### src/rtl/core/iuab_pkg.sv
// Shared constants, types and the square-root step for the R-function union blend.
`default_nettype none
package iuab_pkg;

  localparam int VALUE_BITS    = 32;
  localparam int SUM_W         = VALUE_BITS + 1;
  localparam int ATTR_W        = VALUE_BITS + 1;
  localparam int U_W           = VALUE_BITS + 2;
  localparam int SQ_W          = 2 * VALUE_BITS;

  // Two root bits per stage; the root is padded to an even width.
  localparam int SQRT_STAGES   = (VALUE_BITS + 1) / 2;
  localparam int ROOT_W        = 2 * SQRT_STAGES;
  localparam int RAD_W         = 2 * ROOT_W;
  localparam int REM_W         = ROOT_W + 3;

  localparam int SQUARE_STAGES = 3;
  localparam int BLEND_STAGES  = 2;
  localparam int LATENCY       = SQUARE_STAGES + SQRT_STAGES + BLEND_STAGES;

  localparam int MODE_W        = 3;
  localparam int EPS_W         = 16;
  localparam int CFG_IDX_W     = 1;

  localparam logic [CFG_IDX_W-1:0] CFG_BLEND_MODE    = 1'b0;
  localparam logic [CFG_IDX_W-1:0] CFG_EPS_THRESHOLD = 1'b1;

  localparam logic [EPS_W-1:0] EPS_RESET = 16'd1;

  typedef enum logic [MODE_W-1:0] {
    BLEND_FIRST  = 3'd0,
    BLEND_SECOND = 3'd1,
    BLEND_SUM    = 3'd2,
    BLEND_MIN    = 3'd3,
    BLEND_MAX    = 3'd4
  } blend_mode_t;

  typedef struct packed {
    logic [MODE_W-1:0] mode;
    logic [EPS_W-1:0]  eps;
  } cfg_t;

  // Data that rides alongside the root computation.
  typedef struct packed {
    logic signed [SUM_W-1:0]      fsum;
    logic                         a_nonneg;
    logic                         b_nonneg;
    logic signed [VALUE_BITS-1:0] attr_a;
    logic signed [VALUE_BITS-1:0] attr_b;
    logic                         last;
  } side_t;

  typedef struct packed {
    logic [REM_W-1:0]  rem;
    logic [ROOT_W-1:0] root;
    logic [RAD_W-1:0]  rad;
  } sqrt_state_t;

  // One restoring digit-by-digit square-root step: bring down two radicand bits.
  function automatic sqrt_state_t sqrt_step(input sqrt_state_t s_in);
    sqrt_state_t      s;
    logic [REM_W-1:0] trial;
    s       = s_in;
    s.rem   = {s_in.rem[REM_W-3:0], s_in.rad[RAD_W-1 -: 2]};
    s.rad   = {s_in.rad[RAD_W-3:0], 2'b00};
    trial   = {1'b0, s_in.root, 2'b01};
    if (s.rem >= trial) begin
      s.rem  = s.rem - trial;
      s.root = {s_in.root[ROOT_W-2:0], 1'b1};
    end else begin
      s.root = {s_in.root[ROOT_W-2:0], 1'b0};
    end
    return s;
  endfunction

endpackage
`default_nettype wire

### src/rtl/core/iuab_square.sv
// Front stages: magnitudes, squares and the sum of squares, with side data.
`default_nettype none
module iuab_square (
  input  wire logic                                  clk,
  input  wire logic                                  rst_n,
  input  wire logic                                  in_valid,
  input  wire logic signed [iuab_pkg::VALUE_BITS-1:0] field_a,
  input  wire logic signed [iuab_pkg::VALUE_BITS-1:0] field_b,
  input  wire logic signed [iuab_pkg::VALUE_BITS-1:0] attr_a,
  input  wire logic signed [iuab_pkg::VALUE_BITS-1:0] attr_b,
  input  wire logic                                  last,
  output logic                                       out_valid,
  output logic [iuab_pkg::SQ_W-1:0]                  out_rad,
  output iuab_pkg::side_t                            out_side
);
  import iuab_pkg::*;

  logic                  vld_r [SQUARE_STAGES];
  side_t                 side_r [SQUARE_STAGES];
  side_t                 side_nxt;
  logic [VALUE_BITS-1:0] mag_a_nxt, mag_b_nxt;
  logic [VALUE_BITS-1:0] mag_a_r, mag_b_r;
  logic [SQ_W-1:0]       sq_a_nxt, sq_b_nxt;
  logic [SQ_W-1:0]       sq_a_r, sq_b_r;
  logic [SQ_W-1:0]       rad_r;

  always_comb begin
    mag_a_nxt         = field_a[VALUE_BITS-1] ? $unsigned(~field_a) + 1'b1 : $unsigned(field_a);
    mag_b_nxt         = field_b[VALUE_BITS-1] ? $unsigned(~field_b) + 1'b1 : $unsigned(field_b);
    side_nxt.fsum     = SUM_W'(field_a) + SUM_W'(field_b);
    side_nxt.a_nonneg = ~field_a[VALUE_BITS-1];
    side_nxt.b_nonneg = ~field_b[VALUE_BITS-1];
    side_nxt.attr_a   = attr_a;
    side_nxt.attr_b   = attr_b;
    side_nxt.last     = last;
  end

  assign sq_a_nxt = SQ_W'(mag_a_r) * SQ_W'(mag_a_r);
  assign sq_b_nxt = SQ_W'(mag_b_r) * SQ_W'(mag_b_r);

  always_ff @(posedge clk) begin
    if (!rst_n) begin
      vld_r[0] <= 1'b0;
      vld_r[1] <= 1'b0;
      vld_r[2] <= 1'b0;
    end else begin
      vld_r[0] <= in_valid;
      vld_r[1] <= vld_r[0];
      vld_r[2] <= vld_r[1];
    end
  end

  always_ff @(posedge clk) begin
    mag_a_r   <= mag_a_nxt;
    mag_b_r   <= mag_b_nxt;
    side_r[0] <= side_nxt;
    sq_a_r    <= sq_a_nxt;
    sq_b_r    <= sq_b_nxt;
    side_r[1] <= side_r[0];
    rad_r     <= sq_a_r + sq_b_r;
    side_r[2] <= side_r[1];
  end

  assign out_valid = vld_r[SQUARE_STAGES-1];
  assign out_rad   = rad_r;
  assign out_side  = side_r[SQUARE_STAGES-1];

endmodule
`default_nettype wire

### config.mk
export PLATFORM = sky130hd
export DESIGN_NAME = iuab_square
export DESIGN_NICKNAME = d
export VERILOG_FILES = /design/src/rtl/core/iuab_pkg.sv /design/src/rtl/core/iuab_square.sv
export SDC_FILE = /design/constraint.sdc
export NUM_CORES = 2
export LEC_CHECK = 0
export BUFFER_PORTS_ARGS = -buffer_cell sky130_fd_sc_hd__buf_2
export CELL_PAD_IN_SITES_DETAIL_PLACEMENT = 2
export CELL_PAD_IN_SITES_GLOBAL_PLACEMENT = 2
export CORE_MARGIN = 10
export CORE_UTILIZATION = 43
export CTS_CLUSTER_SIZE = 8
export DETAILED_ROUTE_END_ITERATION = 7
export PLACE_DENSITY_LB_ADDON = 0.1
export SLEW_MARGIN = 20
export SYNTH_ARGS = -nofsm -noshare
export SYNTH_HDL_FRONTEND = slang
export SYNTH_SLANG_ARGS = --single-unit
### constraint.sdc
create_clock -name clk -period 12.9 [get_ports clk]
set_input_delay 1.29 -clock clk [delete_from_list [all_inputs] [get_ports clk]]
set_output_delay 1.29 -clock clk [all_outputs]
set_load 0.02 [all_outputs]
### Yosys cells after proc, flatten, opt, wreduce, memory -nomap -nowiden

Memories as Yosys holds them, arrays and structs flattened.
Index checks and enable logic that the tools add are counted.

| word-level totals | value |
|---|---|
| flip-flop bits (word level) | 256 |
| memory bits (writable) | 303 |
| input bits | 132 |
| logic and storage cells | 29 |
| memories | 2 |

Memories:

| name | words | width | read ports | clocked after Yosys merged registers in | wr ports | line | text |
|---|---|---|---|---|---|---|---|
| side_r | 3 | 100 | 3 | 0 | 3 | iuab_square.sv:19 | `side_t side_r [SQUARE_STAGES];` |
| vld_r | 3 | 1 | 3 | 0 | 3 | iuab_square.sv:18 | `logic vld_r [SQUARE_STAGES];` |

| operators by class | value |
|---|---|
| add/subtract/negate cells | 4 |
| multipliers | 2 |
| muxes and demuxes | 7 |
| bitwise operators | 7 |

Operators by type and width:

| kind | number |
|---|---|
| multiplier 32 x 32 -> 64 bit | 2 |
| adder 32 x 1 -> 32 bit, second input constant | 2 |
| adder 64 bit | 1 |
| inverter 32 bit | 2 |
| two-way mux 31 bit | 2 |
| adder 32 x 32 -> 33 bit | 1 |
| two-way mux 1 bit | 5 |
| bitwise OR 1 bit | 3 |
| inverter 1 bit | 2 |

### Logic depth before layout (Yosys ltp)

| logic depth | value |
|---|---|
| word-level depth | 3 |
| mapped depth | 30 |
| gate-level depth less buffers | 27 |

### Worst setup path after synthesis

Ideal clock, no wire load.

| timing | value |
|---|---|
| path kind | register to register |
| start | reg mag_b_r[2] |
| end | reg sq_b_r[57] |
| setup time | 0.126 ns |
| arrival time | 7.346 ns |
| setup slack | 5.428 ns |
| stages on the path, launching flop included | 27 |
| clock period less this slack | 7.472 ns |
| path through | dfxtp_1 > clkbuf_1 > buf_1 > nand2_1 > fa_1 > inv_1 > fa_1 > inv_1 > fa_1 > fa_1 > inv_1 > fa_1 > inv_1 > fa_1 > inv_1 > fa_1 > fa_1 > ha_1 > nand4_1 > or3_1 > nor3_1 > o31ai_1 > o21a_1 > or4_1 > o21ai_2 > a21boi_0 > xnor2_1 |

| between the ends | value |
|---|---|
| word-level cells in the longest chain between the ends | 1 |

Ends and longest elaborated chain:

| element | line | text |
|---|---|---|
| from (decl) | iuab_square.sv:22 | `logic [VALUE_BITS-1:0] mag_a_r, mag_b_r;` |
| from (signal assigned) | iuab_square.sv:55 | `mag_b_r <= mag_b_nxt;` |
| multiplier 32 x 32 -> 64 bit | iuab_square.sv:39 | `assign sq_b_nxt = SQ_W'(mag_b_r) * SQ_W'(mag_b_r);` |
| net sq_b_nxt[57] | iuab_square.sv:23 | `logic [SQ_W-1:0] sq_a_nxt, sq_b_nxt;` |
| to (signal assigned) | iuab_square.sv:58 | `sq_b_r <= sq_b_nxt;` |
| to (decl) | iuab_square.sv:24 | `logic [SQ_W-1:0] sq_a_r, sq_b_r;` |

The timed path passes the listed nets, and every way through them passes these cells.
A chain may end at the register's enable or synchronous reset.

### Worst setup path after layout

| timing | value |
|---|---|
| start | reg mag_b_r[15] |
| end | reg sq_b_r[48] |

Same word-level chain as after synthesis.

==> summary.md <==
| Metric | Value |
|---|---|
| Area of the multi-input gates | `56500 µm²` |
| Synth async-reset ratio | `0` |
| Cell count of the worst reg-to-reg path | `22` |
| Fillers | `18794` |
| DP Area | `80000 µm²` |
| Layout area overhead | `7.40%` |
| Setup TNS | `0 ns` |
| Area contributors post-synth | `fa_1, dfxtp_1, ha_1` |
| Initial Util | `0.432` |
| # IOs | `297` |
| Slew Limit Fails | `0` |
| Clock Pin Slew Worst Setup and Hold Paths | `0.07 ns` |
| 1st-pass router iterations | `6` |
| Synth top area share | `0.413` |
| Status | `complete, no violations` |
| CP Data Required Time | `13.43 ns` |
| CP arrival | `9.79 ns` |
| Cell count after synthesis | `7922` |
| Die footprint | `196000 µm²` |
| Post-synth EDFFs | `0` |
| Critical path depth in cells | `22` |
| Max_cap viols | `0` |
| RePlAce Congestion | `0.918` |
| RSZ-0062 raised after global routing | `false` |
| CTS Buffer Depth | `3` |
| Crit path max-delay family | `adder cells` |
| First-pass GRT wire length | `413 mm` |
| Iter 0 DRT Violations | `2405` |
| Fin crit share | `0.718` |
| Post-Route WL | `270 mm` |
| Drt wl/cell | `26.0 µm` |
| DP Wirelength | `218 mm` |
| Placed cells | `10267` |
| Nets | `10404` |
| CTS tree | `done` |
| Synth cell types | `83` |
| Min-Delay Path Class | `register to register` |
| CP Max Fanout | `29` |
| Post-Synthesis Net Count | `10329` |
| Maximum clock frequency | `108 MHz` |
| Overall routing resource usage | `0.277` |
| Cell accounting for the most synthesized area | `fa_1` |
| Vias in the first global route | `66482` |
| Crit-path most repeated cell | `fa_1` |
| Antenna-violating nets left | `0` |
| Core area | `178000 µm²` |
| Most frequent cells in the layout | `inv_1, fa_1, ha_1, nand2_1, dfxtp_1` |
| Design area | `82500 µm²` |
| Crit-path cells | `inv_1 > nor2_1 > fa_1 > fa_1 > fa_1 > inv_1 > fa_1 > inv_1 > fa_1 > fa_1 > fa_1 > fa_1 > ha_1 > nand2_1 > nor2_1 > a21oi_1 > o31ai_1 > o2111a_1 > nor2_1 > o21ai_0 > a31o_2 > nand3_1` |
| Crit path buf inv count | `3` |
| Die Y | `443 µm` |
| Slowest stage cell, crit path | `dfxtp_2` |
| Fin cells | `10396` |
| Number of buffers added for setup after CTS | `0` |
| Initial antenna violation count | `40` |
| Avg Inst Size Synth | `9.70 µm²` |
| # setup viols final | `0` |
| # rows | `155` |
| FF+latch area | `11200 µm²` |
| Port buffer count | `296` |
| Hold Buf Count CTS | `0` |
| #FFs+latches synth | `557` |
| DRC errors left | `0` |
| Grt total ovfl | `0` |
| CTS HTree Levels | `3` |
| Worst setup SP type | `register` |
| Clock skew | `0.0731 ns` |
| Worst slew pin tran | `1.27 ns` |
| Most common cell after layout, fill and taps aside | `inv_1` |
| Largest net degree at the start of global routing | `41` |
| Die width | `443 µm` |
| Vias/cell | `5.24` |
| Worst-Skew Late Latency | `0.73 ns` |
| Synth Cell Area | `76800 µm²` |
| Via Count | `54433` |
| Slew margin rel. | `0.143` |
| CP endpoint kind | `register` |
| Fin crit period | `9.26 ns` |
| Worst path max stage delay | `1.05 ns` |
| Total of warnings raised by yosys | `0` |
| Fraction of layout cells with a size suffix above 1 | `0.0675` |
| Final hold vios | `0` |
| Register area share after synthesis | `0.145` |
| Total CTS buffers | `83` |
| CTS Sinks | `557` |
| CTS root buffer | `clkbuf_16` |
| Setup CP Type | `register to register` |
| Ys flop type | `dfxtp_1` |
| Hold Crit Depth | `0` |
| Post_cts resized | `0` |
registers in the layout, summed over array words and instances, names as in the netlist:
| register | cells |
|---|---|
| out_rad | 64 |
| mag_b_r | 32 |
| sq_b_r | 63 |
| side_r | 300 |
| vld_r | 3 |
| sq_a_r | 63 |
| mag_a_r | 32 |
cell type report:
cell class,count,area share
repair buffers,359,0.0237
clock buffers,91,0.0257
multi-input cells,5021,0.685
clock inverters,14,0.00425
diodes,24,0.000728
flip-flops and latches,557,0.135
well taps,2355,0.0357
inverters,1975,0.0898
per-layer routing:
layer | track usage | vias up | wire length, µm
li1 | - | 23785 | -
met1 | 0.329 | 28934 | 107000
met2 | 0.491 | 1212 | 136000
met3 | 0.0307 | 492 | 9600
met4 | 0.151 | 10 | 17200
met5 | 0 | - | 62
logic make-up (layout without fill, tap and decap cells):
group                    Yosys count  after routing  share of synthesized area
flip-flops                       557            557                      0.145
other                              0             24                          0
buffers and inverters           2344           2439                      0.119
adder cells (fa/ha/maj)         2275           2275                      0.525
multiplexers                       7              7                   0.000945
XOR/XNOR                         349            349                     0.0398
AND/OR/NAND/NOR                 1589           1589                      0.102
AO/OA/AOI/OAI                    801            801                     0.0675
worst paths after layout:
kind                 startpoint        endpoint  slack, ns
setup / recovery    mag_b_r[15]      sq_b_r[48]       3.64
hold / removal    side_r[0][66]  side_r[0][166]       0.30
setup reg to reg    mag_b_r[15]      sq_b_r[48]       3.64
hold reg to reg   side_r[0][66]  side_r[0][166]       0.30
synth_stat cells, drive strengths merged, types with 122 or more instances:
cell type and number:
inv 1974, fa 1585, ha 690, nand2 627, dfxtp 557, and2 467, clkbuf 261, a21oi 260
xnor2 214, nor2 197, o21ai 150, xor2 135, a21o 122
through the flow:
| stage | util | setup slack (ns) | hold WS (ns) |
|---|---|---|---|
| floorplan | - | 5.43 | 0.310 |
| global placement | 0.449 | 4.03 | 0.310 |
| detailed placement | 0.449 | 3.94 | 0.314 |
| CTS | 0.463 | 3.82 | 0.311 |
| global route | 0.463 | 3.48 | 0.323 |
| finish | 0.463 | 3.64 | 0.304 |
Power is not shown: default switching activity piles up to over one toggle a cycle in this logic, so the estimate is an artifact.
