**src/rtl/core/iuab_pkg.sv**
```systemverilog
// Shared constants, types and the square-root step for the R-function union blend.
`default_nettype none
package iuab_pkg;

  localparam int VALUE_BITS    = 32;
  localparam int SUM_W         = VALUE_BITS + 1;
  localparam int ATTR_W        = VALUE_BITS + 1;
  localparam int U_W           = VALUE_BITS + 2;
  localparam int SQ_W          = 2 * VALUE_BITS;

  // Two root bits per stage; the root is padded to an even width.
  localparam int SQRT_STAGES   = (VALUE_BITS + 1) / 2;
  localparam int ROOT_W        = 2 * SQRT_STAGES;
  localparam int RAD_W         = 2 * ROOT_W;
  localparam int REM_W         = ROOT_W + 3;

  localparam int SQUARE_STAGES = 3;
  localparam int BLEND_STAGES  = 2;
  localparam int LATENCY       = SQUARE_STAGES + SQRT_STAGES + BLEND_STAGES;

  localparam int MODE_W        = 3;
  localparam int EPS_W         = 16;
  localparam int CFG_IDX_W     = 1;

  localparam logic [CFG_IDX_W-1:0] CFG_BLEND_MODE    = 1'b0;
  localparam logic [CFG_IDX_W-1:0] CFG_EPS_THRESHOLD = 1'b1;

  localparam logic [EPS_W-1:0] EPS_RESET = 16'd1;

  typedef enum logic [MODE_W-1:0] {
    BLEND_FIRST  = 3'd0,
    BLEND_SECOND = 3'd1,
    BLEND_SUM    = 3'd2,
    BLEND_MIN    = 3'd3,
    BLEND_MAX    = 3'd4
  } blend_mode_t;

  typedef struct packed {
    logic [MODE_W-1:0] mode;
    logic [EPS_W-1:0]  eps;
  } cfg_t;

  // Data that rides alongside the root computation.
  typedef struct packed {
    logic signed [SUM_W-1:0]      fsum;
    logic                         a_nonneg;
    logic                         b_nonneg;
    logic signed [VALUE_BITS-1:0] attr_a;
    logic signed [VALUE_BITS-1:0] attr_b;
    logic                         last;
  } side_t;

  typedef struct packed {
    logic [REM_W-1:0]  rem;
    logic [ROOT_W-1:0] root;
    logic [RAD_W-1:0]  rad;
  } sqrt_state_t;

  // One restoring digit-by-digit square-root step: bring down two radicand bits.
  function automatic sqrt_state_t sqrt_step(input sqrt_state_t s_in);
    sqrt_state_t      s;
    logic [REM_W-1:0] trial;
    s       = s_in;
    s.rem   = {s_in.rem[REM_W-3:0], s_in.rad[RAD_W-1 -: 2]};
    s.rad   = {s_in.rad[RAD_W-3:0], 2'b00};
    trial   = {1'b0, s_in.root, 2'b01};
    if (s.rem >= trial) begin
      s.rem  = s.rem - trial;
      s.root = {s_in.root[ROOT_W-2:0], 1'b1};
    end else begin
      s.root = {s_in.root[ROOT_W-2:0], 1'b0};
    end
    return s;
  endfunction

endpackage
`default_nettype wire

```
**src/rtl/core/iuab_isqrt.sv**
```systemverilog
// Pipelined integer square root, two root bits per stage, floor rounding.
`default_nettype none
module iuab_isqrt (
  input  wire logic                          clk,
  input  wire logic                          rst_n,
  input  wire logic                          in_valid,
  input  wire logic [iuab_pkg::SQ_W-1:0]     in_rad,
  input  wire iuab_pkg::side_t               in_side,
  output logic                               out_valid,
  output logic [iuab_pkg::VALUE_BITS-1:0]    out_root,
  output iuab_pkg::side_t                    out_side
);
  import iuab_pkg::*;

  logic        vld_r  [SQRT_STAGES];
  sqrt_state_t st_r   [SQRT_STAGES];
  side_t       side_r [SQRT_STAGES];
  sqrt_state_t st_nxt [SQRT_STAGES];
  sqrt_state_t st_in;

  always_comb begin
    st_in.rem  = '0;
    st_in.root = '0;
    st_in.rad  = RAD_W'(in_rad);
  end

  // Each stage resolves two root bits from the state of the stage before it.
  always_comb begin
    st_nxt[0] = sqrt_step(sqrt_step(st_in));
    for (int i = 1; i < SQRT_STAGES; i++) begin
      st_nxt[i] = sqrt_step(sqrt_step(st_r[i-1]));
    end
  end

  always_ff @(posedge clk) begin
    if (!rst_n) begin
      for (int i = 0; i < SQRT_STAGES; i++) begin
        vld_r[i] <= 1'b0;
      end
    end else begin
      vld_r[0] <= in_valid;
      for (int i = 1; i < SQRT_STAGES; i++) begin
        vld_r[i] <= vld_r[i-1];
      end
    end
  end

  always_ff @(posedge clk) begin
    side_r[0] <= in_side;
    for (int i = 0; i < SQRT_STAGES; i++) begin
      st_r[i] <= st_nxt[i];
    end
    for (int i = 1; i < SQRT_STAGES; i++) begin
      side_r[i] <= side_r[i-1];
    end
  end

  assign out_valid = vld_r[SQRT_STAGES-1];
  assign out_root  = st_r[SQRT_STAGES-1].root[VALUE_BITS-1:0];
  assign out_side  = side_r[SQRT_STAGES-1];

  // A finished root leaves a remainder no larger than twice the root.
  a_rem_bound: assert property (@(posedge clk) disable iff (!rst_n)
    vld_r[SQRT_STAGES-1] |->
      (st_r[SQRT_STAGES-1].rem <= REM_W'({st_r[SQRT_STAGES-1].root, 1'b0})))
    else $error("square root remainder out of range");

  // The root bits above the field width never get set.
  a_root_fits: assert property (@(posedge clk) disable iff (!rst_n)
    vld_r[SQRT_STAGES-1] |->
      (st_r[SQRT_STAGES-1].root >> VALUE_BITS) == '0)
    else $error("square root wider than field");

endmodule
`default_nettype wire

```
**config.mk**
```make
export PLATFORM = sky130hd
export DESIGN_NAME = iuab_isqrt
export DESIGN_NICKNAME = d
export VERILOG_FILES = /design/src/rtl/core/iuab_pkg.sv /design/src/rtl/core/iuab_isqrt.sv
export SDC_FILE = /design/constraint.sdc
export NUM_CORES = 2
export LEC_CHECK = 0
export BUFFER_PORTS_ARGS = -buffer_cell sky130_fd_sc_hd__buf_2
export CAP_MARGIN = 20
export CORE_ASPECT_RATIO = 1.75
export CORE_MARGIN = 4
export CORE_UTILIZATION = 42
export DETAILED_ROUTE_END_ITERATION = 10
export PLACE_DENSITY = 0.57
export RECOVER_POWER = 25
export SLEW_MARGIN = 20
export SYNTH_ARGS = -nofsm -noshare
export SYNTH_HDL_FRONTEND = slang
export SYNTH_SLANG_ARGS = --single-unit
```
**constraint.sdc**
```tcl
create_clock -name clk -period 13.7 [get_ports clk]
set_input_delay 0 -clock clk [delete_from_list [all_inputs] [get_ports clk]]
set_output_delay 0 -clock clk [all_outputs]
set_load 0.01 [all_outputs]
```
## Yosys cells after proc, flatten, opt, wreduce, memory -nomap -nowiden

Memory sizes are Yosys's and may differ from the RTL's.
Index checks and enable logic that the tools add are counted.

| cells by class | value |
|---|---|
| add/sub/neg operators | 32 |
| bitwise operators | 16 |
| $lt $le $gt $ge | 32 |
| mux-type cells | 82 |

Operator list:

| kind | count |
|---|---|
| 35-bit by 34-bit >= comparator with 1-bit output | 30 |
| 35-bit two-way mux | 16 |
| 33-bit two-way mux | 16 |
| 35-bit by 34-bit subtractor with 35-bit output | 15 |
| 33-bit subtractor | 15 |
| 1-bit two-way mux | 50 |
| 35-bit by 3-bit >= comparator with 1-bit output | 1 |
| 35-bit by 3-bit subtractor with 35-bit output | 1 |
| 1-bit OR | 16 |
| 2-bit by 1-bit subtractor with 3-bit output (second input constant) | 1 |
| 2-bit by 1-bit >= comparator with 1-bit output (second input constant) | 1 |

| storage, ports and cells | value |
|---|---|
| input port bits | 167 |
| memories | 3 |
| bits in registers | 0 |
| memory bits (writable) | 3648 |
| output and inout port bits | 133 |

Memories:

| name | words | bits a word | read ports | clocked after Yosys merged registers in | write ports | line | source |
|---|---|---|---|---|---|---|---|
| st_r | 16 | 127 | 16 | 0 | 16 | iuab_isqrt.sv:16 | `sqrt_state_t st_r [SQRT_STAGES];` |
| side_r | 16 | 100 | 16 | 0 | 16 | iuab_isqrt.sv:17 | `side_t side_r [SQRT_STAGES];` |
| vld_r | 16 | 1 | 16 | 0 | 16 | iuab_isqrt.sv:15 | `logic vld_r [SQRT_STAGES];` |

## Longest topological paths before layout

An unclocked memory read counts as a cell.

| depth | value |
|---|---|
| word-level depth | 5 |
| gate-level depth with buffers | 29 |

## Worst setup path after synthesis

OpenSTA, ideal clock, no wires.

| path | value |
|---|---|
| path type | reg-to-reg |
| from | memory st_r[0][878] (netlist bit) |
| to | memory st_r[0][991] (netlist bit) |
| setup slack | 7.603 ns |
| data arrival time | 5.976 ns |
| buffers on the path | 5 |
| stages on the path, launching flop included | 25 |
| data required time | 13.579 ns |
| setup time | 0.121 ns |
| cell sequence | dfxtp_1 -> clkbuf_1 -> nor4_1 -> nand3_2 -> or4_4 -> or3_1 -> o21a_2 -> clkinv_2 -> clkbuf_1 -> clkbuf_1 -> o21ai_0 -> ha_1 -> a21o_1 -> a21o_1 -> a211o_1 -> a31oi_1 -> o21ai_0 -> a211oi_1 -> o31ai_1 -> or4_4 -> or2_1 -> a211o_1 -> buf_6 -> buf_6 -> mux2_4 |

RTL lines:

| item | line |
|---|---|
| start: declaration | iuab_isqrt.sv:16 |

==> flow_summary.json <==
{
  "synth_compound_area_share_pct": 13.3,
  "cts_buffer_depth": 4,
  "setup_tns_ns": 0,
  "final_common_cell": "dfxtp_1",
  "start_util_pct": 42.2,
  "synth-xor-area-share_pct": 6.17,
  "end_kind": "flip-flop",
  "dp_cells": 13031,
  "area_delta_synth_final_pct": 16.0,
  "status": "completed",
  "antenna_found_initial": 9,
  "synthArstFlopShare_pct": 0,
  "powerDensity_nw_per_um2": 184,
  "die_y_um": 661,
  "grt_first_pass_wirelength_mm": 400,
  "drive_above_1_share_pct": 9.86,
  "vias_per_cell": 5.10,
  "synth_top_family_by_area": "compound AO/OA/AOI/OAI gates",
  "io_pins": 300,
  "synth-edff-count": 0,
  "drv_slew": 0,
  "nets": 11106,
  "cts_setup_buffers": 0,
  "finalSetupViolations": 0,
  "cts_buffers": 268,
  "hp-class": "input pin to flip-flop",
  "synth_top_flop_cell": "dfxtp_1",
  "maxCapViolations": 0,
  "synthAdderAreaFrac_pct": 6.81,
  "netlist_area_um2": 102000,
  "num_vias": 70577,
  "crit_fanout": 42,
  "finalCritPeriodShare_pct": 63.0,
  "hold_viol": 0,
  "wl_per_cell_um": 18.9,
  "routabilityCongestion": 1.02,
  "chipWidth_um": 381,
  "tightest_slew_ns": 1.16,
  "synthSimpleGateAreaFrac_pct": 12.7,
  "port-buffer-count": 299,
  "cts-root-buf": "clkbuf_16",
  "clk_latency_ns": 0.84,
  "final_cell_mix": "dfxtp_1 (2,841), nand2_1 (653), nor2_1 (595)",
  "crit_slowest_cell": "o41ai_1",
  "grt_max_degree": 53,
  "syn_avg_cell_area_um2": 10.5,
  "ys_ff_latch": 2841,
  "grt_use_total_pct": 20.1,
  "synthTopCellsByArea": "dfxtp_1 (56%), ha_1 (6.8%), xnor2_1 (3.9%)",
  "route.met3.wl_mm": 7.55,
  "layout.cells.non_filler": 13847,
  "cp-start-kind": "flip-flop",
  "max_freq_mhz": 116,
  "critPathTopFamily": "compound AO/OA/AOI/OAI gates",
  "rows": 239,
  "cts_max_level": 5,
  "drtAntennaViolNets": 0,
  "syn-instance-count": 9793,
  "yosys_warnings": 0,
  "cts_tree": "yes",
  "cp_cell_sequence": "inv_1 -> ha_1 -> a21oi_1 -> nor4_1 -> a31oi_1 -> o21a_1 -> nand3_1 -> inv_2 -> buf_4 -> o21ai_0 -> ha_1 -> a21o_1 -> a21o_1 -> a211oi_1 -> o21bai_1 -> a2111oi_0 -> o21ai_0 -> o41ai_1 -> nand4_1 -> nor4_1 -> o31ai_4 -> buf_4 -> a21oi_1",
  "muxShareOfSynthArea_pct": 1.77,
  "power_leakage_nw": 52.6,
  "grt_overflow": 0,
  "core_area_um2": 243000,
  "ir_worst_vdd_mv": 0.141,
  "clock_sinks": 2841,
  "routed.top_layer": "met4",
  "drt_first_pass_iters": 5,
  "worst_clock_skew_ns": 0.0658,
  "layout_min_cycle_time_ns": 8.63,
  "yosys.area.top_type": "dfxtp_1",
  "required_ns": 14.37,
  "slowest_delay_ns": 0.84,
  "synth_cell_types": 124,
  "clk_pin_slew_ns": 0.07,
  "routed_wl_mm": 262,
  "grt_pass1_vias": 73750,
  "place.detailed.hpwl_mm": 204,
  "die_area_um2": 252000,
  "crit_type": "flip-flop to flip-flop",
  "post-synth-top-area-fraction_pct": 55.5,
  "ys_seq_area_share_pct": 55.5,
  "rsz0062_at_grt": "false",
  "cp.arrival_ns": 9.30,
  "initialDrtViolationCount": 3048,
  "cp_num_buf_inv": 4,
  "wl_met1_mm": 85.2,
  "drc_errors": 0,
  "wl_met2_mm": 145,
  "max-slew-margin-rel_pct": 21.9
}
==> through the flow <==
step / cell area (um2) / power [mW] / worst slack, ns / hold slack (ns) / utilization [%]
after CTS: 119000 / 22.1 / 5.02 / 0.00218 / 49.0
final: 119000 / 21.8 / 5.07 / 0.0932 / 49.0
after detailed placement: 106000 / 14.4 / 5.10 / 0.104 / 43.9
after global placement: 106000 / 14.4 / 5.16 / 0.102 / 43.9
after floorplan: 102000 / 13.1 / 7.60 / 0.0277 / -
after global routing: 119000 / 23.0 / 4.74 / 0.0671 / 49.0
==> final timing paths <==
kind / startpoint / to / slack, ns / cells after the start
hold reg to reg: side_r[1][37] / side_r[1][137] / 0.29 / 0
setup / recovery: st_r[1][330] / st_r[1][492] / 5.07 / 23
setup reg to reg: st_r[1][330] / st_r[1][492] / 5.07 / 23
hold / removal: in_rad[60] / st_r[0][92] / 0.09 / 4
==> routing by layer <==
layer  global-route usage [%]  vias to the layer above
met5                        0                        -
met4                     16.3                        0
met3                     2.51                      840
met2                     40.7                     1529
met1                     17.2                    32957
li1                         -                    35251
==> Yosys cell counts, types with 22 or more instances <==
cell type     n
mux2i_1      28
a2111oi_0    25
clkbuf_1    169
a21oi_1     586
o21ai_0     436
nand3_1     175
or4_1        48
nand2b_1    108
o31ai_1      66
buf_4       136
and3_1       62
o31a_1       22
o21a_1       98
xor2_1      261
inv_1       474
a211o_1      29
nor2b_1      86
nand4_1     115
nor3_1      204
or2_2        49
a31oi_1      72
ha_1        557
and2_1       72
nor2_1      595
a21boi_0     22
o21ai_1      32
or3_1        90
o21bai_1     75
nand3b_1     29
nor4_1      114
a211oi_1     70
nor3b_1      32
nand2_1     654
mux2_2      108
dfxtp_1    2841
buf_2        32
o211ai_1     45
a21o_1      258
xnor2_1     458
==> cells by family after synthesis <==
logic type      count (synthesis)
other cells                     1
mux                           162
flops                        2841
xor+xnor                      720
compound gates               2094
buf+inv                       853
simple gates                 2565
fa+ha+maj                     557
==> timing repair <==
action,4_1_cts,5_1_grt
resized for setup,0,0
hold endpoints to repair,189,0
hold buffers,334,0
endpoints found under the setup margin,0,0
==> final cells by class <==
cell class                      instances  area, um2
Timing Repair Buffer                  681       5200
Inverter                              489       1840
Sequential cell                      2841      56900
Multi-Input combinational cell       6101      41800
Clock inverter                        119       1500
Antenna cell                           11       27.5
Tap cell                             3253       4070
Clock buffer                          352       7480
Fill cell                           22078     124000
==> power breakdown <==
part	leakage, nW	internal [mW]	switching [mW]
Sequential	23.9	9.12	0.651
Clock	4.38	4.32	3.15
Combinational	24.4	1.90	2.71
==> worst register-to-register path, delay by kind of cell (launching register included) <==
family / cells / cell delay [ns]
compound gates: 13 / 5.06
fa+ha+maj: 2 / 0.81
buf+inv: 4 / 0.99
flops: 1 / 0.38
simple gates: 4 / 1.24
==> state kept, by name (all words and copies together), names as in the netlist <==
register  cells
side_r     1600
st_r       1225
vld_r        16
(Power assumes the default switching activity.)
