### src/rtl/core/iuab_pkg.sv
// Shared constants, types and the square-root step for the R-function union blend.
`default_nettype none
package iuab_pkg;

  localparam int VALUE_BITS    = 32;
  localparam int SUM_W         = VALUE_BITS + 1;
  localparam int ATTR_W        = VALUE_BITS + 1;
  localparam int U_W           = VALUE_BITS + 2;
  localparam int SQ_W          = 2 * VALUE_BITS;

  // Two root bits per stage; the root is padded to an even width.
  localparam int SQRT_STAGES   = (VALUE_BITS + 1) / 2;
  localparam int ROOT_W        = 2 * SQRT_STAGES;
  localparam int RAD_W         = 2 * ROOT_W;
  localparam int REM_W         = ROOT_W + 3;

  localparam int SQUARE_STAGES = 3;
  localparam int BLEND_STAGES  = 2;
  localparam int LATENCY       = SQUARE_STAGES + SQRT_STAGES + BLEND_STAGES;

  localparam int MODE_W        = 3;
  localparam int EPS_W         = 16;
  localparam int CFG_IDX_W     = 1;

  localparam logic [CFG_IDX_W-1:0] CFG_BLEND_MODE    = 1'b0;
  localparam logic [CFG_IDX_W-1:0] CFG_EPS_THRESHOLD = 1'b1;

  localparam logic [EPS_W-1:0] EPS_RESET = 16'd1;

  typedef enum logic [MODE_W-1:0] {
    BLEND_FIRST  = 3'd0,
    BLEND_SECOND = 3'd1,
    BLEND_SUM    = 3'd2,
    BLEND_MIN    = 3'd3,
    BLEND_MAX    = 3'd4
  } blend_mode_t;

  typedef struct packed {
    logic [MODE_W-1:0] mode;
    logic [EPS_W-1:0]  eps;
  } cfg_t;

  // Data that rides alongside the root computation.
  typedef struct packed {
    logic signed [SUM_W-1:0]      fsum;
    logic                         a_nonneg;
    logic                         b_nonneg;
    logic signed [VALUE_BITS-1:0] attr_a;
    logic signed [VALUE_BITS-1:0] attr_b;
    logic                         last;
  } side_t;

  typedef struct packed {
    logic [REM_W-1:0]  rem;
    logic [ROOT_W-1:0] root;
    logic [RAD_W-1:0]  rad;
  } sqrt_state_t;

  // One restoring digit-by-digit square-root step: bring down two radicand bits.
  function automatic sqrt_state_t sqrt_step(input sqrt_state_t s_in);
    sqrt_state_t      s;
    logic [REM_W-1:0] trial;
    s       = s_in;
    s.rem   = {s_in.rem[REM_W-3:0], s_in.rad[RAD_W-1 -: 2]};
    s.rad   = {s_in.rad[RAD_W-3:0], 2'b00};
    trial   = {1'b0, s_in.root, 2'b01};
    if (s.rem >= trial) begin
      s.rem  = s.rem - trial;
      s.root = {s_in.root[ROOT_W-2:0], 1'b1};
    end else begin
      s.root = {s_in.root[ROOT_W-2:0], 1'b0};
    end
    return s;
  endfunction

endpackage
`default_nettype wire

### src/rtl/core/iuab_blend.sv
// Back stages: union value, threshold test and attribute blend, output register.
`default_nettype none
module iuab_blend (
  input  wire logic                               clk,
  input  wire logic                               rst_n,
  input  wire logic                               in_valid,
  input  wire logic [iuab_pkg::VALUE_BITS-1:0]    in_root,
  input  wire iuab_pkg::side_t                    in_side,
  input  wire iuab_pkg::cfg_t                     cfg,
  output logic                                    out_valid,
  output logic signed [iuab_pkg::U_W-1:0]         union_value,
  output logic signed [iuab_pkg::ATTR_W-1:0]      attr_out,
  output logic                                    attr_written,
  output logic                                    last_out
);
  import iuab_pkg::*;

  logic                     vld_u_r, vld_o_r;
  logic signed [U_W-1:0]    u_nxt, u_r;
  side_t                    side_u_r;
  logic signed [U_W:0]      margin;
  logic                     pass;
  logic signed [ATTR_W-1:0] ca, cb;
  logic signed [ATTR_W-1:0] attr_nxt, attr_r;
  logic                     wr_nxt, wr_r;
  logic signed [U_W-1:0]    union_r;
  logic                     last_r;

  assign u_nxt = U_W'(in_side.fsum) + $signed(U_W'(in_root));

  always_comb begin
    margin   = (U_W+1)'(u_r) + $signed((U_W+1)'(cfg.eps));
    pass     = !margin[U_W] && (margin != '0);
    ca       = ATTR_W'(side_u_r.attr_a);
    cb       = ATTR_W'(side_u_r.attr_b);
    attr_nxt = '0;
    wr_nxt   = 1'b0;
    if (pass) begin
      if (side_u_r.a_nonneg && !side_u_r.b_nonneg) begin
        attr_nxt = ca;
        wr_nxt   = 1'b1;
      end else if (side_u_r.b_nonneg && !side_u_r.a_nonneg) begin
        attr_nxt = cb;
        wr_nxt   = 1'b1;
      end else begin
        wr_nxt = 1'b1;
        case (cfg.mode)
          BLEND_FIRST:  attr_nxt = ca;
          BLEND_SECOND: attr_nxt = cb;
          BLEND_SUM:    attr_nxt = ca + cb;
          BLEND_MIN:    attr_nxt = (ca > cb) ? cb : ca;
          BLEND_MAX:    attr_nxt = (ca > cb) ? ca : cb;
          default:      wr_nxt   = 1'b0;
        endcase
      end
    end
  end

  always_ff @(posedge clk) begin
    if (!rst_n) begin
      vld_u_r <= 1'b0;
      vld_o_r <= 1'b0;
    end else begin
      vld_u_r <= in_valid;
      vld_o_r <= vld_u_r;
    end
  end

  always_ff @(posedge clk) begin
    u_r      <= u_nxt;
    side_u_r <= in_side;
    union_r  <= u_r;
    attr_r   <= attr_nxt;
    wr_r     <= wr_nxt;
    last_r   <= side_u_r.last;
  end

  assign out_valid    = vld_o_r;
  assign union_value  = union_r;
  assign attr_out     = attr_r;
  assign attr_written = wr_r;
  assign last_out     = last_r;

  // A component that is not written reads as zero.
  a_unwritten_zero: assert property (@(posedge clk) disable iff (!rst_n)
    (vld_o_r && !wr_r) |-> (attr_r == '0))
    else $error("unwritten component is not zero");

endmodule
`default_nettype wire

### config.mk
export PLATFORM = sky130hd
export DESIGN_NAME = iuab_blend
export DESIGN_NICKNAME = d
export VERILOG_FILES = /design/src/rtl/core/iuab_pkg.sv /design/src/rtl/core/iuab_blend.sv
export SDC_FILE = /design/constraint.sdc
export NUM_CORES = 1
export LEC_CHECK = 0
export ABC_AREA = 1
export BUFFER_PORTS_ARGS = -buffer_cell sky130_fd_sc_hd__clkbuf_2
export CAP_MARGIN = 20
export CORE_MARGIN = 5
export CORE_UTILIZATION = 61
export DETAILED_ROUTE_END_ITERATION = 8
export HOLD_SLACK_MARGIN = 0.02
export PLACE_DENSITY = 0.87
export SETUP_SLACK_MARGIN = 0.05
export SLEW_MARGIN = 30
export SYNTH_ARGS = -nofsm -noshare
export SYNTH_HDL_FRONTEND = slang
export SYNTH_SLANG_ARGS = --single-unit
### constraint.sdc
create_clock -name clk -period 6.55 [get_ports clk]
set_clock_uncertainty 0.05 [all_clocks]
set_input_delay 1.31 -clock clk [delete_from_list [all_inputs] [get_ports clk]]
set_output_delay 1.31 -clock clk [all_outputs]
set_load 0.03 [all_outputs]
After elaboration in Yosys (flattened, before gate mapping)
Index checks and enable logic that the tools add are counted.
- bits in registers: 172
- latch bits: 0
- memory bits (writable): 0
- ROM bits: 0
- bits of input ports: 154
- output and inout port bits: 70
- logic and storage cells: 37
- memories kept: 0
- $add $sub $neg: 3
- $mul: 0
- div/mod/pow operators: 0
- magnitude comparators: 1
- equality and inequality tests: 4
- shifts and indexed selects: 0
- muxes and demuxes: 8
- bitwise gates (word level): 0
- reductions and logical operators: 9
- operators with widths (operator ; count):
    33-bit case mux with 5 select lines ; 1
    33-bit 2-to-1 mux ; 4
    34-bit by 17-bit adder with 35-bit output ; 1
    35-bit nonzero test ; 1
    33-bit by 33-bit adder with 34-bit output ; 1
    32-bit by 32-bit adder with 33-bit output ; 1
    32-bit greater-than comparator ; 1
    3-bit by 2-bit equality test with 1-bit output, second input constant ; 2
    5-bit OR reduction ; 1
    3-bit by 1-bit equality test with 1-bit output, second input constant ; 1
    3-bit equality test, second input constant ; 1
    1-bit logical AND ; 3
    1-bit logical NOT ; 3
    3-bit logical NOT ; 1
    1-bit 2-to-1 mux ; 3

Longest topological paths before layout
- word-level depth: 5
- gate-level depth with buffers: 24
- gate-level depth less buffers: 23

Worst setup path after synthesis
OpenSTA, ideal clock, no wires.
- path type: input to register
- start: input port cfg[0] (netlist name)
- end: register attr_r[22] (netlist: attr_out[22])
- setup time: 0.116 ns
- arrival: 3.477 ns
- required time: 6.384 ns
- setup slack: 2.907 ns
- cell stages on the path: 17
- buffers on the path: 1
- path through: ha_1 inv_1 fa_1 o21ai_2 nand3_1 nand2_1 nand2_1 nand2_2 nand2_2 nor2_1 nand3_1 xnor2_1 nor2_1 nand4_2 buf_6 nand3_1 a21oi_2
- longest elaborated chain between the ends: 3
- elaborated cells on any way between the ends: 4
- classes of those cells: add/sub: 1; reduce/logical: 3
- ends and longest elaborated chain (what ; line ; RTL):
    start: declaration ; iuab_blend.sv:9 ; input wire iuab_pkg::cfg_t cfg,
    34-bit by 17-bit adder with 35-bit output * ; iuab_blend.sv:32 ; margin = (U_W+1)'(u_r) + $signed((U_W+1)'(cfg.eps));
    35-bit nonzero test or 1-bit logical NOT (tied branches) ; iuab_blend.sv:33 ; pass = !margin[U_W] && (margin != '0);
    1-bit logical AND * ; iuab_blend.sv:33 ;
    end signal: assignment ; iuab_blend.sv:73 ; attr_r <= attr_nxt;
    end: declaration ; iuab_blend.sv:24 ; logic signed [ATTR_W-1:0] attr_nxt, attr_r;
Every way passes the cells marked *; elsewhere a longest branch is shown, timed or not.
A chain may end at the register's enable or synchronous reset.

Worst setup path in the final report
- start: input port cfg[0] (netlist name)
- end: register attr_r[32] (netlist: attr_out[32])
The elaborated chain is that of the path after synthesis.

==> metrics.md <==
| Metric | Value |
|---|---|
| Worst skew pair latency | `approximately 450 ps` |
| Post-synth EDFFs | `0` |
| Post-synthesis sequential area ratio | `between 30% and 40%` |
| Crit. End Element | `flip-flop` |
| Post-cts hold buffer count | `0` |
| Metal-1 WL | `around 14 mm` |
| Data required, critical path | `slightly below 7000 ps` |
| Iteration-0 DRC Markers | `831` |
| Area of the core | `between 15000 and 20000 sq um` |
| Setup repair bufs after CTS | `0` |
| CP peak stage delay | `approximately 530 ps` |
| Final net count | `2117` |
| Diode count | `0` |
| Clock Sinks | `172` |
| Arrival time worst endpoint | `4440 ps` |
| Placed cell count | `around 2100` |
| Vias/cell | `about 5.6` |
| Hold Path Class | `flip-flop to flip-flop` |
| Final min period | `4180 ps` |
| Routed wl met3 | `around 2.5 mm` |
| P&R area growth vs syn | `17.3%` |
| Yosys warnings | `0` |
| CP max stage cell | `nand4_4` |
| Max-cap violation count | `0` |
| Vias in the first global route | `between 10000 and 15000` |
| Detailed Place HPWL | `26.6 mm` |
| Final WL | `about 35 mm` |
| Kind of critical path | `primary input to flip-flop` |
| Drt pass-1 iters | `7` |
| Synth Flop Type | `dfxtp_1` |
| Die H | `147 um` |
| Seq cells post-synth | `between 150 and 200` |
| Root Buffer | `clkbuf_16` |
| First-pass GRT wire length | `56.0 mm` |
| Total die area | `21500 sq um` |
| Top Ports | `around 220` |
| CTS tree | `built` |
| Resize count post-CTS | `0` |
| Rows | `50` |
| Mapped Avg Cell Area | `approximately 7.0 sq um` |
| Fraction of layout cells with a size suffix above 1 | `17.8%` |
| Synthesized cell area | `11400 sq um` |
| Post-Layout Cell Count | `approximately 2100` |
| Fillers | `approximately 1500` |
| Via count | `around 12000` |
| Fin crit share | `between 60% and 70%` |
| WL/cell | `16.5 um` |
| Routed Antenna Nets | `0` |
| Number of CTS-inserted buffers | `17` |
| Total gr overflow | `0` |
| RSZ-0062 raised after global routing | `false` |
| Wire length on met2 | `around 17 mm` |
| Most frequent CP cell | `nand2_1` |
| Starting density of the core | `61.4%` |
| Slew Limit Fails | `0` |
| Clock buffer depth | `2` |
| Most common cell after layout, fill and taps aside | `nand2_1` |
| Port bufs | `roughly 220` |
| DRC | `0` |
| Outcome | `completed` |
| Final Hold Viols | `0` |
| Netlist cell types | `51` |
| Post-synth ARST share | `0%` |
| Largest net degree at the start of global routing | `52` |
| Startpoint Class | `primary input` |
| Final TNS setup | `0 ps` |
| Critical-path cell list | `clkbuf_2, ha_1, inv_1, fa_1, o21ai_2, nand3_1, nand2_1, nand2_1, nand2_2, nand4_1, nand2_1, inv_1, nor2_1, nand2_1, nor2_1, nand4_4, nand2_1, a21oi_1` |
| Placer Congestion | `roughly 0.95` |
| H-tree Lvls | `4` |
| Worst VDD drop | `0.150 mV` |
| Initial antenna violation count | `4` |
| Width of the die | `147 um` |
| PwrDens | `about 260 nW/um^2` |
| Slew margin rel. | `53.6%` |
| Top layer in use | `met5` |
| Synthesized Nets | `roughly 1900` |
| Most frequent cells in the layout | `nand2_1 (301), clkbuf_2 (223), inv_1 (222), a21oi_1 (179), dfxtp_1 (172)` |
| Critical path peak fanout | `32` |
| Static leakage power | `between 6 and 7 nW` |
| Worst Max-Slew Pin Slew | `between 600 and 700 ps` |
| Gr usage total | `31.7%` |
| Final Setup Violations | `0` |
| Clk slew on worst S/H paths | `about 70 ps` |
| Mapped Cells | `approximately 1600` |
| Max Fclk | `0.240 GHz` |
| Total power | `approximately 3.5 mW` |
==> synth_stat cells, types with 6 or more instances <==
cell type | count | share of area, %
a21boi_0 | 7 | 0.46
a21oi_1 | 179 | 7.9
a21oi_2 | 9 | 0.69
a221oi_1 | 6 | 0.46
a31oi_1 | 9 | 0.50
clkbuf_1 | 18 | 0.59
dfxtp_1 | 172 | 30
ha_1 | 112 | 12
inv_1 | 222 | 7.3
inv_2 | 7 | 0.23
nand2_1 | 301 | 9.9
nand2_2 | 14 | 0.77
nand3_1 | 110 | 4.8
nand4_1 | 16 | 0.88
nor2_1 | 146 | 4.8
nor3_1 | 24 | 1.1
nor4_1 | 7 | 0.39
o211ai_1 | 7 | 0.46
o21a_1 | 8 | 0.53
o21ai_0 | 104 | 4.6
o21ai_1 | 6 | 0.26
o21bai_1 | 10 | 0.66
or2_2 | 20 | 1.1
xnor2_1 | 27 | 2.1
xor2_1 | 29 | 2.2
==> report_power, final <==
part	leakage, nW	internal [mW]	switching [mW]	total (mW)
clock network	0.293	0.547	0.485	1.03
logic	5.14	0.393	0.762	1.15
registers	1.45	1.19	0.102	1.29
==> layout make-up <==
| cell class | count | area (sq um) | share of cell area (%) |
|---|---|---|---|
| multi-input combinational | 1196 | 6950 | 52.1 |
| sequential | 172 | 3440 | 25.8 |
| timing repair buffer | 229 | 1180 | 8.86 |
| inverter | 232 | 871 | 6.53 |
| clock buffer | 18 | 429 | 3.22 |
| tap | 234 | 293 | 2.20 |
| clock inverter | 14 | 169 | 1.27 |
==> registers in the layout, summed over array words and instances (netlist names), 3 cells and up <==
signal / flops
u_r: 34
union_value: 34
side_u_r: 3
attr_out: 33
ca: 32
cb: 32
==> layer usage <==
| metal | vias to the layer above | global-route usage (%) |
|---|---|---|
| li1 | 5822 | - |
| met1 | 5308 | 35.6 |
| met3 | 112 | 7.17 |
| met5 | - | 0 |
| met4 | 6 | 16.7 |
| met2 | 513 | 56.0 |
==> through the flow <==
step                area (sq um)  hold WS [ps]  worst slack [ps]  utilization, %
floorplan                  11400           260              2910               -
global route               13300           313              2150            72.0
finish                     13300           301              2370            72.0
CTS                        13300           306              2430            71.8
global placement           12700           261              1760            68.5
detailed placement         12700           292              2000            68.6
==> worst max-delay path, delay by kind of cell <==
family	cells	cell delay, ps
AO/OA/AOI/OAI	2	310
adder cells (fa/ha/maj)	2	600
buffers and inverters	3	180
AND/OR/NAND/NOR	11	2020
==> path summary, 6_finish.rpt <==
kind	start	to	slack [ps]	cells after the start
setup / recovery	cfg[0]	attr_out[32]$_SDFF_PN0_	2370	18
hold / removal	side_u_r[0]$_DFF_P_	last_out$_DFF_P_	300	0
setup reg to reg	cb[31]$_DFF_P_	attr_out[6]$_SDFF_PN0_	2830	19
hold reg to reg	side_u_r[0]$_DFF_P_	last_out$_DFF_P_	300	0
==> cells by family after synthesis <==
logic type | count (synthesis) | share of synthesized area (%)
and+or+nand+nor | 654 | 25.2
AOI/OAI and AO/OA | 371 | 18.5
buffers and inverters | 258 | 8.85
DFF | 172 | 30.3
adders and majority gates | 115 | 12.9
xor gates and xnor gates | 56 | 4.31
Note: power is estimated with default switching activity, not from simulation.
